==> src/hdl/imu_dfr_pkg.sv <==
`default_nettype none
// ----------------------------------------------------------------------------
// imu_dfr_pkg
// Shared types and constants of the inertial link deframer: the result record
// that travels from the parser to the output stage, and the result kinds.
// ----------------------------------------------------------------------------
package imu_dfr_pkg;

  // result kinds
  localparam logic RESULT_COMPONENT = 1'b0;
  localparam logic RESULT_FRAME_END = 1'b1;

  // depth of the queue between the parser and the output stage
  localparam int QUEUE_DEPTH = 4;
  localparam int QUEUE_PTR_W = $clog2(QUEUE_DEPTH);

  // fixed part of one result record; the raw value travels beside it
  typedef struct packed {
    logic        kind;
    logic [7:0]  field_id;
    logic [1:0]  comp_index;
    logic [2:0]  nbytes_m1;     // bytes received for the value, minus one
    logic [15:0] frame_number;
    logic        checksum_ok;
  } result_rec_t;

endpackage
`default_nettype wire

==> src/hdl/imu_frame_deframer_core.sv <==
// The edge that accepts the byte finishing a result writes it into the queue;
// the output register loads it from the queue when empty or popped.
// Throughput: one byte per cycle while full is low; full rises only when the
// four-entry result queue is full and the consumer has stopped popping.
// Reset (rst, synchronous): parser back to header hunt, queue and output
// register emptied.
`default_nettype none
// ----------------------------------------------------------------------------
// imu_frame_deframer_core
// Deframer for a byte-serial inertial link: parser front end, result queue
// and sign-extending output stage.
// ----------------------------------------------------------------------------
module imu_frame_deframer_core
  import imu_dfr_pkg::*;
#(
  parameter int VALUE_BITS = 64
) (
  input  wire logic               clk,
  input  wire logic               rst,
  input  wire logic               push,
  output logic                    full,
  input  wire logic [7:0]         rx_byte,
  output logic                    empty,
  input  wire logic               pop,
  output logic                    result_kind,
  output logic [7:0]              field_id,
  output logic [1:0]              component_index,
  output logic signed [63:0]      component_value,
  output logic [15:0]             frame_number,
  output logic                    checksum_ok
);

  logic                  take;
  logic                  emit;
  result_rec_t           front_rec;
  logic [VALUE_BITS-1:0] front_value;
  logic                  q_rd;
  logic                  q_nonempty;
  result_rec_t           q_rec;
  logic [VALUE_BITS-1:0] q_value;

  // byte transfer
  assign take = push && !full;

  imu_dfr_front #(.VALUE_BITS(VALUE_BITS)) u_front (
    .clk       (clk),
    .rst       (rst),
    .take      (take),
    .rx_byte   (rx_byte),
    .emit      (emit),
    .rec       (front_rec),
    .rec_value (front_value)
  );

  imu_dfr_queue #(.VALUE_BITS(VALUE_BITS)) u_queue (
    .clk      (clk),
    .rst      (rst),
    .wr_en    (emit),
    .wr_rec   (front_rec),
    .wr_value (front_value),
    .rd_en    (q_rd),
    .rd_rec   (q_rec),
    .rd_value (q_value),
    .full     (full),
    .nonempty (q_nonempty)
  );

  imu_dfr_back #(.VALUE_BITS(VALUE_BITS)) u_back (
    .clk             (clk),
    .rst             (rst),
    .q_nonempty      (q_nonempty),
    .q_rec           (q_rec),
    .q_value         (q_value),
    .q_rd            (q_rd),
    .pop             (pop),
    .empty           (empty),
    .result_kind     (result_kind),
    .field_id        (field_id),
    .component_index (component_index),
    .component_value (component_value),
    .frame_number    (frame_number),
    .checksum_ok     (checksum_ok)
  );

endmodule
`default_nettype wire

==> src/hdl/imu_dfr_front.sv <==
`default_nettype none
// ----------------------------------------------------------------------------
// imu_dfr_front
// Byte parser: header hunt, frame number, length, running checksum pair and
// field walk. Builds a raw result record per known-field component and frame.
// ----------------------------------------------------------------------------
module imu_dfr_front
  import imu_dfr_pkg::*;
#(
  parameter int VALUE_BITS = 64
) (
  input  wire logic                  clk,
  input  wire logic                  rst,
  input  wire logic                  take,
  input  wire logic [7:0]            rx_byte,
  output logic                       emit,
  output result_rec_t                rec,
  output logic [VALUE_BITS-1:0]      rec_value
);

  localparam logic [7:0] HDR_FIRST  = 8'h59;
  localparam logic [7:0] HDR_SECOND = 8'h53;

  // decoded field identifiers
  localparam logic [7:0] ID_TEMP     = 8'h01;
  localparam logic [7:0] ID_ACCEL    = 8'h10;
  localparam logic [7:0] ID_GYRO     = 8'h20;
  localparam logic [7:0] ID_MAG_NORM = 8'h30;
  localparam logic [7:0] ID_MAG_RAW  = 8'h31;
  localparam logic [7:0] ID_EULER    = 8'h40;
  localparam logic [7:0] ID_QUAT     = 8'h41;
  localparam logic [7:0] ID_GNSS     = 8'h68;
  localparam logic [7:0] ID_TIME     = 8'h70;

  typedef enum logic [3:0] {
    PH_HUNT1, PH_HUNT2, PH_FN0, PH_FN1, PH_LEN,
    PH_FID, PH_FLEN, PH_FDATA, PH_CK1, PH_CK2
  } phase_t;

  phase_t                phase;
  logic [15:0]           frame_num;
  logic [7:0]            payload_len;
  logic [7:0]            payload_count;
  logic [7:0]            sum_first;
  logic [7:0]            sum_second;
  logic [7:0]            current_id;
  logic [7:0]            field_len;
  logic [7:0]            field_count;
  logic [1:0]            comp_index;
  logic [VALUE_BITS-1:0] value_acc;
  logic [7:0]            first_check_byte;

  logic [7:0]            sum_first_next;
  logic [7:0]            sum_second_next;
  logic [7:0]            payload_count_next;
  logic [7:0]            field_count_next;
  logic                  long_value;
  logic [2:0]            pos;
  logic                  comp_last;
  logic                  field_end;
  logic                  comp_done;
  logic [63:0]           byte_shifted;
  logic [VALUE_BITS-1:0] value_acc_next;
  logic                  id_known;

  function automatic logic known_id(input logic [7:0] id);
    case (id)
      ID_TEMP, ID_ACCEL, ID_GYRO, ID_MAG_NORM, ID_MAG_RAW,
      ID_EULER, ID_QUAT, ID_GNSS, ID_TIME: known_id = 1'b1;
      default: known_id = 1'b0;
    endcase
  endfunction

  // running sums, counters and data byte placement
  always_comb begin
    sum_first_next     = sum_first + rx_byte;
    sum_second_next    = sum_second + sum_first_next;
    payload_count_next = payload_count + 8'd1;
    field_count_next   = field_count + 8'd1;
    long_value         = (current_id == ID_GNSS) && (field_count < 8'd16);
    pos                = long_value ? field_count[2:0] : {1'b0, field_count[1:0]};
    comp_last          = long_value ? (pos == 3'd7) : (pos == 3'd3);
    field_end          = (field_count_next == field_len) ||
                         (payload_count_next == payload_len);
    comp_done          = comp_last || field_end;
    byte_shifted       = {56'd0, rx_byte} << {pos, 3'b000};
    value_acc_next     = value_acc | byte_shifted[VALUE_BITS-1:0];
    id_known           = known_id(current_id);
  end

  // result record for this byte
  always_comb begin
    emit               = 1'b0;
    rec.kind           = RESULT_COMPONENT;
    rec.field_id       = current_id;
    rec.comp_index     = comp_index;
    rec.nbytes_m1      = pos;
    rec.frame_number   = frame_num;
    rec.checksum_ok    = 1'b0;
    rec_value          = value_acc_next;
    case (phase)
      PH_FDATA: begin
        emit = take && comp_done && id_known;
      end
      PH_CK2: begin
        emit            = take;
        rec.kind        = RESULT_FRAME_END;
        rec.field_id    = 8'd0;
        rec.comp_index  = 2'd0;
        rec.nbytes_m1   = 3'd0;
        rec.checksum_ok = (first_check_byte == sum_first) && (rx_byte == sum_second);
        rec_value       = '0;
      end
      default: begin
        emit = 1'b0;
      end
    endcase
  end

  // parse state
  always_ff @(posedge clk) begin
    if (rst) begin
      phase            <= PH_HUNT1;
      frame_num        <= '0;
      payload_len      <= '0;
      payload_count    <= '0;
      sum_first        <= '0;
      sum_second       <= '0;
      current_id       <= '0;
      field_len        <= '0;
      field_count      <= '0;
      comp_index       <= '0;
      value_acc        <= '0;
      first_check_byte <= '0;
    end else if (take) begin
      case (phase)
        PH_HUNT2: begin
          if (rx_byte == HDR_SECOND) begin
            phase <= PH_FN0;
          end else if (rx_byte != HDR_FIRST) begin
            phase <= PH_HUNT1;
          end
        end
        PH_FN0: begin
          sum_first  <= rx_byte;
          sum_second <= rx_byte;
          frame_num  <= {8'd0, rx_byte};
          phase      <= PH_FN1;
        end
        PH_FN1: begin
          sum_first       <= sum_first_next;
          sum_second      <= sum_second_next;
          frame_num[15:8] <= rx_byte;
          phase           <= PH_LEN;
        end
        PH_LEN: begin
          sum_first     <= sum_first_next;
          sum_second    <= sum_second_next;
          payload_len   <= rx_byte;
          payload_count <= '0;
          phase         <= (rx_byte == 8'd0) ? PH_CK1 : PH_FID;
        end
        PH_FID: begin
          sum_first     <= sum_first_next;
          sum_second    <= sum_second_next;
          current_id    <= rx_byte;
          payload_count <= payload_count_next;
          phase         <= (payload_count_next == payload_len) ? PH_CK1 : PH_FLEN;
        end
        PH_FLEN: begin
          sum_first     <= sum_first_next;
          sum_second    <= sum_second_next;
          field_len     <= rx_byte;
          field_count   <= '0;
          comp_index    <= '0;
          value_acc     <= '0;
          payload_count <= payload_count_next;
          if (payload_count_next == payload_len) begin
            phase <= PH_CK1;
          end else if (rx_byte == 8'd0) begin
            phase <= PH_FID;
          end else begin
            phase <= PH_FDATA;
          end
        end
        PH_FDATA: begin
          sum_first     <= sum_first_next;
          sum_second    <= sum_second_next;
          field_count   <= field_count_next;
          payload_count <= payload_count_next;
          if (comp_done) begin
            comp_index <= comp_index + 2'd1;
            value_acc  <= '0;
          end else begin
            value_acc <= value_acc_next;
          end
          if (field_end) begin
            phase <= (payload_count_next == payload_len) ? PH_CK1 : PH_FID;
          end
        end
        PH_CK1: begin
          first_check_byte <= rx_byte;
          phase            <= PH_CK2;
        end
        PH_CK2: begin
          phase <= PH_HUNT1;
        end
        default: begin
          phase <= (rx_byte == HDR_FIRST) ? PH_HUNT2 : PH_HUNT1;
        end
      endcase
    end
  end

endmodule
`default_nettype wire

==> src/hdl/imu_dfr_queue.sv <==
`default_nettype none
// ----------------------------------------------------------------------------
// imu_dfr_queue
// Short first-word-fall-through queue of raw result records between the
// parser and the output stage.
// ----------------------------------------------------------------------------
module imu_dfr_queue
  import imu_dfr_pkg::*;
#(
  parameter int VALUE_BITS = 64
) (
  input  wire logic                  clk,
  input  wire logic                  rst,
  input  wire logic                  wr_en,
  input  wire result_rec_t           wr_rec,
  input  wire logic [VALUE_BITS-1:0] wr_value,
  input  wire logic                  rd_en,
  output result_rec_t                rd_rec,
  output logic [VALUE_BITS-1:0]      rd_value,
  output logic                       full,
  output logic                       nonempty
);

  result_rec_t           rec_mem   [QUEUE_DEPTH];
  logic [VALUE_BITS-1:0] value_mem [QUEUE_DEPTH];
  logic [QUEUE_PTR_W-1:0] wr_ptr;
  logic [QUEUE_PTR_W-1:0] rd_ptr;
  logic [QUEUE_PTR_W:0]   count;

  assign full     = (count == (QUEUE_PTR_W + 1)'(QUEUE_DEPTH));
  assign nonempty = (count != '0);
  assign rd_rec   = rec_mem[rd_ptr];
  assign rd_value = value_mem[rd_ptr];

  // storage
  always_ff @(posedge clk) begin
    if (wr_en) begin
      rec_mem[wr_ptr]   <= wr_rec;
      value_mem[wr_ptr] <= wr_value;
    end
  end

  // pointers and fill level
  always_ff @(posedge clk) begin
    if (rst) begin
      wr_ptr <= '0;
      rd_ptr <= '0;
      count  <= '0;
    end else begin
      if (wr_en) begin
        wr_ptr <= wr_ptr + 1'b1;
      end
      if (rd_en) begin
        rd_ptr <= rd_ptr + 1'b1;
      end
      if (wr_en && !rd_en) begin
        count <= count + 1'b1;
      end else if (rd_en && !wr_en) begin
        count <= count - 1'b1;
      end
    end
  end

endmodule
`default_nettype wire

==> src/hdl/imu_dfr_back.sv <==
`default_nettype none
// ----------------------------------------------------------------------------
// imu_dfr_back
// Output stage: sign-extends each raw value from its received byte count
// (limited to the value width) and holds the result for the consumer.
// ----------------------------------------------------------------------------
module imu_dfr_back
  import imu_dfr_pkg::*;
#(
  parameter int VALUE_BITS = 64
) (
  input  wire logic                  clk,
  input  wire logic                  rst,
  input  wire logic                  q_nonempty,
  input  wire result_rec_t           q_rec,
  input  wire logic [VALUE_BITS-1:0] q_value,
  output logic                       q_rd,
  input  wire logic                  pop,
  output logic                       empty,
  output logic                       result_kind,
  output logic [7:0]                 field_id,
  output logic [1:0]                 component_index,
  output logic signed [63:0]         component_value,
  output logic [15:0]                frame_number,
  output logic                       checksum_ok
);

  localparam int IDX_W = $clog2(VALUE_BITS);

  logic        out_valid;
  logic [6:0]  byte_bits;
  logic [6:0]  sign_pos;
  logic        sign_bit;
  logic [63:0] raw_wide;
  logic [63:0] value_ext;

  assign empty = !out_valid;
  assign q_rd  = q_nonempty && (!out_valid || pop);

  // sign extension from min(8 * bytes, VALUE_BITS) bits
  always_comb begin
    byte_bits = {1'b0, q_rec.nbytes_m1, 3'b111};
    sign_pos  = (byte_bits < 7'(VALUE_BITS)) ? byte_bits : 7'(VALUE_BITS - 1);
    sign_bit  = q_value[sign_pos[IDX_W-1:0]];
    raw_wide  = 64'(q_value);
    for (int i = 0; i < 64; i++) begin
      value_ext[i] = (7'(i) <= sign_pos) ? raw_wide[i] : sign_bit;
    end
  end

  // output register
  always_ff @(posedge clk) begin
    if (rst) begin
      out_valid <= 1'b0;
    end else if (!out_valid || pop) begin
      out_valid <= q_nonempty;
    end
  end

  always_ff @(posedge clk) begin
    if (q_rd) begin
      result_kind     <= q_rec.kind;
      field_id        <= q_rec.field_id;
      component_index <= q_rec.comp_index;
      component_value <= value_ext;
      frame_number    <= q_rec.frame_number;
      checksum_ok     <= q_rec.checksum_ok;
    end
  end

endmodule
`default_nettype wire

==> config.mk <==
export PLATFORM = sky130hd
export DESIGN_NAME = imu_frame_deframer_core
export DESIGN_NICKNAME = d
export VERILOG_FILES = /design/src/hdl/imu_dfr_pkg.sv /design/src/hdl/imu_frame_deframer_core.sv /design/src/hdl/imu_dfr_front.sv /design/src/hdl/imu_dfr_queue.sv /design/src/hdl/imu_dfr_back.sv
export SDC_FILE = /design/constraint.sdc
export NUM_CORES = 1
export LEC_CHECK = 0
export CORE_MARGIN = 5
export CORE_UTILIZATION = 50
export CTS_CLUSTER_DIAMETER = 50
export DETAILED_ROUTE_END_ITERATION = 6
export DONT_BUFFER_PORTS = 1
export PLACE_DENSITY = 0.61
export SLEW_MARGIN = 20
export SYNTH_ARGS = -nofsm -noshare
export SYNTH_HDL_FRONTEND = slang
export SYNTH_SLANG_ARGS = --single-unit
==> constraint.sdc <==
create_clock -name clk -period 12 [get_ports clk]
set_input_delay 1.8 -clock clk [delete_from_list [all_inputs] [get_ports clk]]
set_output_delay 1.8 -clock clk [all_outputs]
set_load 0.05 [all_outputs]
==> results_dict.tcl, run 1 <==
set metrics [dict create \
    die-area_mm2 0.05586 \
    design_area_mm2 0.02844 \
    hpwl_um 33850 \
    drtIter0Drc 1187 \
    synth_seq_cells 632 \
    worst-r2r-setup-slack_ns 7.16 \
    clk_pin_slew_ns 0.06 \
    setup_ws_ns 7.159 \
    min_period_ns 4.841 \
    netlist.area_leader.share_pct 55.33 \
    synthArstFlopShare_pct 0 \
    route.vias.total 14870 \
    die_h_um 236.3 \
    ys_seq_area_share_pct 67.84 \
    synth_area_leader_cell "edfxtp_1" \
    postLayoutCoreUtil_pct 55.78 \
    place_congestion 0.8340 \
    grtUsageMet3_pct 3.776 \
    place_inst 2414 \
    p_per_area_mw_per_mm2 213.9 \
    r2r_cells 8 \
    die_x_um 236.3 \
    synthCells 1831 \
    hold_buffers 0 \
    instances_no_fill 2543 \
    cts_max_level 3 \
    hold_violations 0 \
    grt_util_all_layers_pct 20.82 \
    ys.flop_type "edfxtp_1" \
    nets 1843 \
    crit_required_ns 12.21 \
    yosys-top-cells-count "edfxtp_1 (472), dfxtp_1 (160), nor2_1 (155)" \
    grt_remaining_overflow 0 \
    rows 83 \
    min_path_type "register to register" \
    yosysMostFrequentCell "edfxtp_1" \
    grt_use_met2_pct 33.21 \
    cts_buffers 71 \
    max_clock_freq_mhz 206.6 \
    cts.sinks 632 \
    slew_headroom_pct 27.65 \
    netlist_top_cells_area "edfxtp_1 (55%), dfxtp_1 (13%), mux4_2 (8.4%)" \
    syn_to_final_growth_pct 11.03 \
    syn-num-nets 1867 \
    clock_latency_ns 0.61 \
    synth_area_mm2 0.02562 \
    cp_max_fo 83 \
    io_pins 106 \
    min-delay-start "u_front.field_len[1]$_SDFFE_PP0P_" \
    worstSetupPathType "register to register" \
    finalSetupTns_ns 0 \
    r2r-end "u_queue.value_mem[2][44]$_DFFE_PP_" \
    worstMarginPinSlew_ns 1.075 \
    cp-end-kind "register" \
    dp_slack_ns 6.586 \
    setup_viol 0 \
    synth-warning-count 0 \
    initial_core_util_pct 50.24 \
    startpoint_type "register" \
    core-area_mm2 0.05099 \
    wl_per_cell_um 22.86 \
    arrival_ns 5.05 \
    drc 0 \
    rsz0062_at_grt "false" \
    drv_cap 0 \
    grt_use_met1_pct 29.76 \
    grt_pass1_wl_um 90280 \
    viasPerCell 5.845 \
    antenna_found_initial 1 \
    min_to "u_front.field_len[1]$_SDFFE_PP0P_" \
    synth.distinct_cells 71 \
    drive_above_1_share_pct 13.15 \
    grt_max_degree 160 \
    ant_nets 0 \
    synth_edf_count 472 \
    p_leak_nw 9.749 \
    diodes 0 \
    wirelength_um 58130 \
    grt_pass1_vias 14880 \
    r2r-start "u_front.phase[0]$_SDFFE_PP0P_" \
    outcome "complete, no violations" \
    busiest_layer "met2" \
    place_area_mm2 0.02612 \
    cts_setup_buffers 0 \
    post_cts_resized 0 \
    fin_skew_ns 0.02671 \
    clockBufferDepth 3 \
    avgSynthCellArea_um2 13.99 \
    root_buffer "clkbuf_16" \
    first_pass_iters 5 \
    cts_tree "yes" \
    slew_viol_final 0 \
    post-route-period-util_pct 40.35 \
    hold_path_depth 2 \
    port_buffers 0 \
    vdd_drop_max_v 0.0001736 \
]
==> state kept, by name, summed over array words and instances (netlist names), 4 cells and up, named ones only <==
| register | cells |
|---|---|
| u_front.frame_num | 16 |
| u_front.phase | 4 |
| u_front.field_count | 8 |
| u_front.field_len | 8 |
| u_queue.rec_mem | 124 |
| u_front.sum_second | 8 |
| u_front.current_id | 8 |
| u_back.frame_number | 16 |
| u_back.component_value | 64 |
| u_queue.value_mem | 256 |
| u_front.payload_count | 8 |
| u_front.sum_first | 8 |
| u_front.first_check_byte | 8 |
| u_front.value_acc | 64 |
| u_front.payload_len | 8 |
| u_back.field_id | 8 |
==> per-stage QoR <==
stage,total power [mW],hold WS (ns)
5_1_grt,6.314,0.4909
3_3_place_gp,4.017,0.4517
6_report,6.083,0.4711
4_1_cts,6.156,0.4694
2_1_floorplan,3.833,0.4316
3_5_place_dp,4.024,0.4632
==> logic make-up (layout without fill, tap and decap cells) <==
family	after synthesis	after routing	share of synthesized area (%)
flip-flops	632	632	67.84
AND/OR/NAND/NOR	458	458	8.196
AO/OA/AOI/OAI	322	322	8.016
buffers and inverters	227	259	3.644
multiplexers	121	121	9.383
XOR/XNOR	47	47	1.666
adder cells (fa/ha/maj)	24	24	1.260
==> cells in the final DEF (no fill, tap or decap), drive strengths merged, types with 6 or more instances in the layout <==
| cell type | n |
|---|---|
| nor2b | 12 |
| xnor2 | 21 |
| o21ai | 66 |
| edfxtp | 472 |
| and3 | 9 |
| mux4 | 95 |
| clkinv | 27 |
| nand3 | 68 |
| clkbuf | 89 |
| nand2 | 133 |
| xor2 | 25 |
| nor4 | 9 |
| nor3 | 28 |
| a211oi | 6 |
| a21oi | 135 |
| mux2i | 23 |
| ha | 21 |
| nor2 | 156 |
| or3 | 8 |
| o32ai | 64 |
| and2 | 10 |
| a311oi | 8 |
| dfxtp | 160 |
| inv | 124 |
| buf | 13 |
| nand2b | 6 |
==> final cells by class <==
type	count	area, um2
fillers	4040	22550
inverters	117	439.2
repair buffers	13	97.59
clock buffers	89	1969
flip-flops and latches	632	17380
multi-input cells	972	7360
well taps	680	850.8
clock inverters	40	341.6
==> where the power goes <==
part           internal [mW]  switching [mW]
combinational          0.245           0.399
clock                   1.26           0.867
sequential              2.62           0.691
==> worst max-delay path by stage <==
stage | start | endpoint | slack, ns | cells after the start
finish | u_front.phase[0]$_SDFFE_PP0P_ | u_queue.value_mem[2][44]$_DFFE_PP_ | 7.16 | 8
detailed placement | push | u_queue.rec_mem[2][30]$_DFFE_PP_ | 6.59 | 8
CTS | u_front.phase[0]$_SDFFE_PP0P_ | u_queue.value_mem[2][42]$_DFFE_PP_ | 7.16 | 8
floorplan | pop | u_queue.count[2]$_SDFFE_PP0P_ | 4.15 | 9
global route | u_front.phase[0]$_SDFFE_PP0P_ | u_queue.rec_mem[0][9]$_DFFE_PP_ | 6.86 | 8
global placement | push | u_queue.value_mem[2][46]$_DFFE_PP_ | 6.65 | 8
==> worst max-delay path, cell delays in order, from the launching register on <==
cell     delay [ns]
dfxtp_1        0.68
nor2b_1        0.74
and3_2         0.28
buf_4          0.73
nand2_1        0.15
o21a_1         0.19
inv_1          0.15
and2_4         0.63
buf_4          0.79
==> metal layers <==
| layer | routed length [um] | vias to the layer above |
|---|---|---|
| li1 | - | 6828 |
| met1 | 25850 | 7525 |
| met2 | 27650 | 425 |
| met3 | 3490 | 87 |
| met4 | 1143 | 0 |
| met5 | 0 | - |
Note: power is estimated with default switching activity, not from simulation.
==> inputs of run 2 (changes only) <==
clock period = 5 ns   (was 12 ns; I/O delays follow)
==> run 2 against run 1 <==
Compared with the run above:
- first-iteration DRC count increased by 3.6%
- via count is 0.40% lower
- power up 140%
- non-clock buffer count increased by 10
- combinational power is 110% higher
- fmax is 21% higher
- die area stayed put
- hold slack worse by 0.22 ns
- count of clock-buffer cells in the layout up 5
- largest power group unchanged
==> results_dict.tcl, run 2 (synthesized netlist as in run 1, its figures left out) <==
set metrics [dict create \
    cpPeakStageDelay_ns 0.44 \
    postLayoutCoreUtil_pct 56.15 \
    vdd_drop_max_v 0.0003274 \
    min_path_type "input port to register" \
    grt_max_degree 160 \
    fin_skew_ns 0.02719 \
    port_buffers 0 \
    worstSetupPathType "register to register" \
    cts_setup_buffers 0 \
    slew_viol_final 0 \
    power_switching_mw 4.506 \
    core-area_mm2 0.05099 \
    cp_num_cells 14 \
    pwr-share-comb_pct 9.4 \
    clock_latency_ns 0.61 \
    crit_slowest_cell "dfxtp_1" \
    p_per_area_mw_per_mm2 504.0 \
    io_pins 106 \
    wirelength_um 57560 \
    die-area_mm2 0.05586 \
    first_pass_iters 5 \
    root_buffer "clkbuf_16" \
    dp_slack_ns 1.053 \
    hold_path_depth 1 \
    place_congestion 0.8235 \
    num-fill-cells 4047 \
    cp.buffers_inverters 2 \
    ant_nets 0 \
    syn_to_final_growth_pct 11.77 \
    cts_tree "yes" \
    post-route-period-util_pct 80.07 \
    setup_ws_ns 0.9964 \
    drive_above_1_share_pct 13.45 \
    rsz0062_at_grt "false" \
    cts_max_level 3 \
    diodes 0 \
    instances_no_fill 2554 \
    top_regs "u_queue.value_mem (256), u_queue.rec_mem (124)" \
    arrival_ns 4.54 \
    max_clock_freq_mhz 249.8 \
    die_h_um 236.3 \
    power.share.switching_pct 31.23 \
    route.vias.total 14810 \
    post_cts_resized 0 \
    outcome "complete, no violations" \
    rows 83 \
    crit_chain "ha_1, nand3_1, o21a_1, o31a_1, nor4_2, a211oi_4, o21a_1, inv_1, ha_1, inv_1, fa_1, xor2_1, or3_1, a21oi_1" \
    grt_util_all_layers_pct 20.35 \
    cp-end-kind "register" \
    cts_buffers 70 \
    place_inst 2424 \
    hpwl_um 34020 \
    multi_input_area_mm2 0.007352 \
    grt_remaining_overflow 0 \
    initial_core_util_pct 50.24 \
    cts.sinks 632 \
    grt_pass1_wl_um 87780 \
    drv_cap 0 \
    wl_per_cell_um 22.54 \
    critPathTopFamily "compound AO/OA/AOI/OAI gates" \
    seq_power_share_pct 54.7 \
    pwr-share-clk_pct 36.0 \
    worstMarginPinSlew_ns 1.062 \
    internal-power_mw 9.923 \
    nets 1852 \
    clk_pin_slew_ns 0.06 \
    grt_pass1_vias 14490 \
    drtIter0Drc 1230 \
    crit_required_ns 5.53 \
    r2r_cells 14 \
    layout_common_cells "edfxtp_1 (472), dfxtp_1 (158), nor2_1 (155)" \
    antenna_found_initial 0 \
    drc 0 \
    largest_register_ffs 256 \
    setup_viol 0 \
    cp_max_fo 13 \
    min_period_ns 4.004 \
    startpoint_type "register" \
    ff_latch_area_mm2 0.01738 \
    top_register "u_queue.value_mem" \
    slew_headroom_pct 28.95 \
    mostFrequentLayoutCell "edfxtp_1" \
    hold_buffers 0 \
    die_x_um 236.3 \
    clockBufferDepth 3 \
    finalSetupTns_ns 0 \
    p_leak_nw 9.835 \
    hold_violations 0 \
    viasPerCell 5.797 \
]
## run 2: final timing paths
path | start | endpoint | slack [ns]
min | rst | u_front.frame_num[4]$_SDFFE_PP0P_ | 0.25
max | u_front.payload_count[0]$_SDFFE_PP0P_ | u_queue.count[2]$_SDFFE_PP0P_ | 1.0
min reg2reg | u_front.payload_len[7]$_SDFFE_PP0P_ | u_front.payload_len[7]$_SDFFE_PP0P_ | 0.47
max reg2reg | u_front.payload_count[0]$_SDFFE_PP0P_ | u_queue.count[2]$_SDFFE_PP0P_ | 1.0
## run 2: stage by stage
step	total power, mW	hold WS (ns)	cell area, um2
2_1_floorplan	8.998	0.4316	25620
3_3_place_gp	9.393	0.4505	26270
3_5_place_dp	9.417	0.4580	26270
4_1_cts	14.62	0.2011	28630
5_1_grt	14.97	0.2192	28630
6_report	14.43	0.2503	28630
## run 2: final cells by class
type | instances | area share (%)
Sequential cell | 632 | 60.72
Inverter | 117 | 1.534
Clock inverter | 36 | 1.438
Multi-Input combinational cell | 972 | 25.68
Timing Repair Buffer | 23 | 0.8653
Clock buffer | 94 | 6.795
Tap cell | 680 | 2.972
## run 2: power groups by stage
stage                     clock network, mW  registers [mW]  logic (mW)
after global placement                    0            8.02        1.37
after global routing                   5.53            7.94        1.50
after detailed placement                  0            8.02        1.39
final                                  5.19            7.89        1.35
after CTS                              5.30            7.92        1.40
after floorplan                           0            7.89        1.11
## run 2: layer usage
metal | up-vias | share of wire [%] | GRT usage [%] | wire, um
met3 | 82 | 5.5 | 3.648 | 3155
met4 | 0 | 2.3 | 6.437 | 1329
met1 | 7450 | 44 | 28.62 | 25510
met2 | 423 | 48 | 32.71 | 27570
met5 | - | 0 | 0 | 0
li1 | 6850 | - | - | -
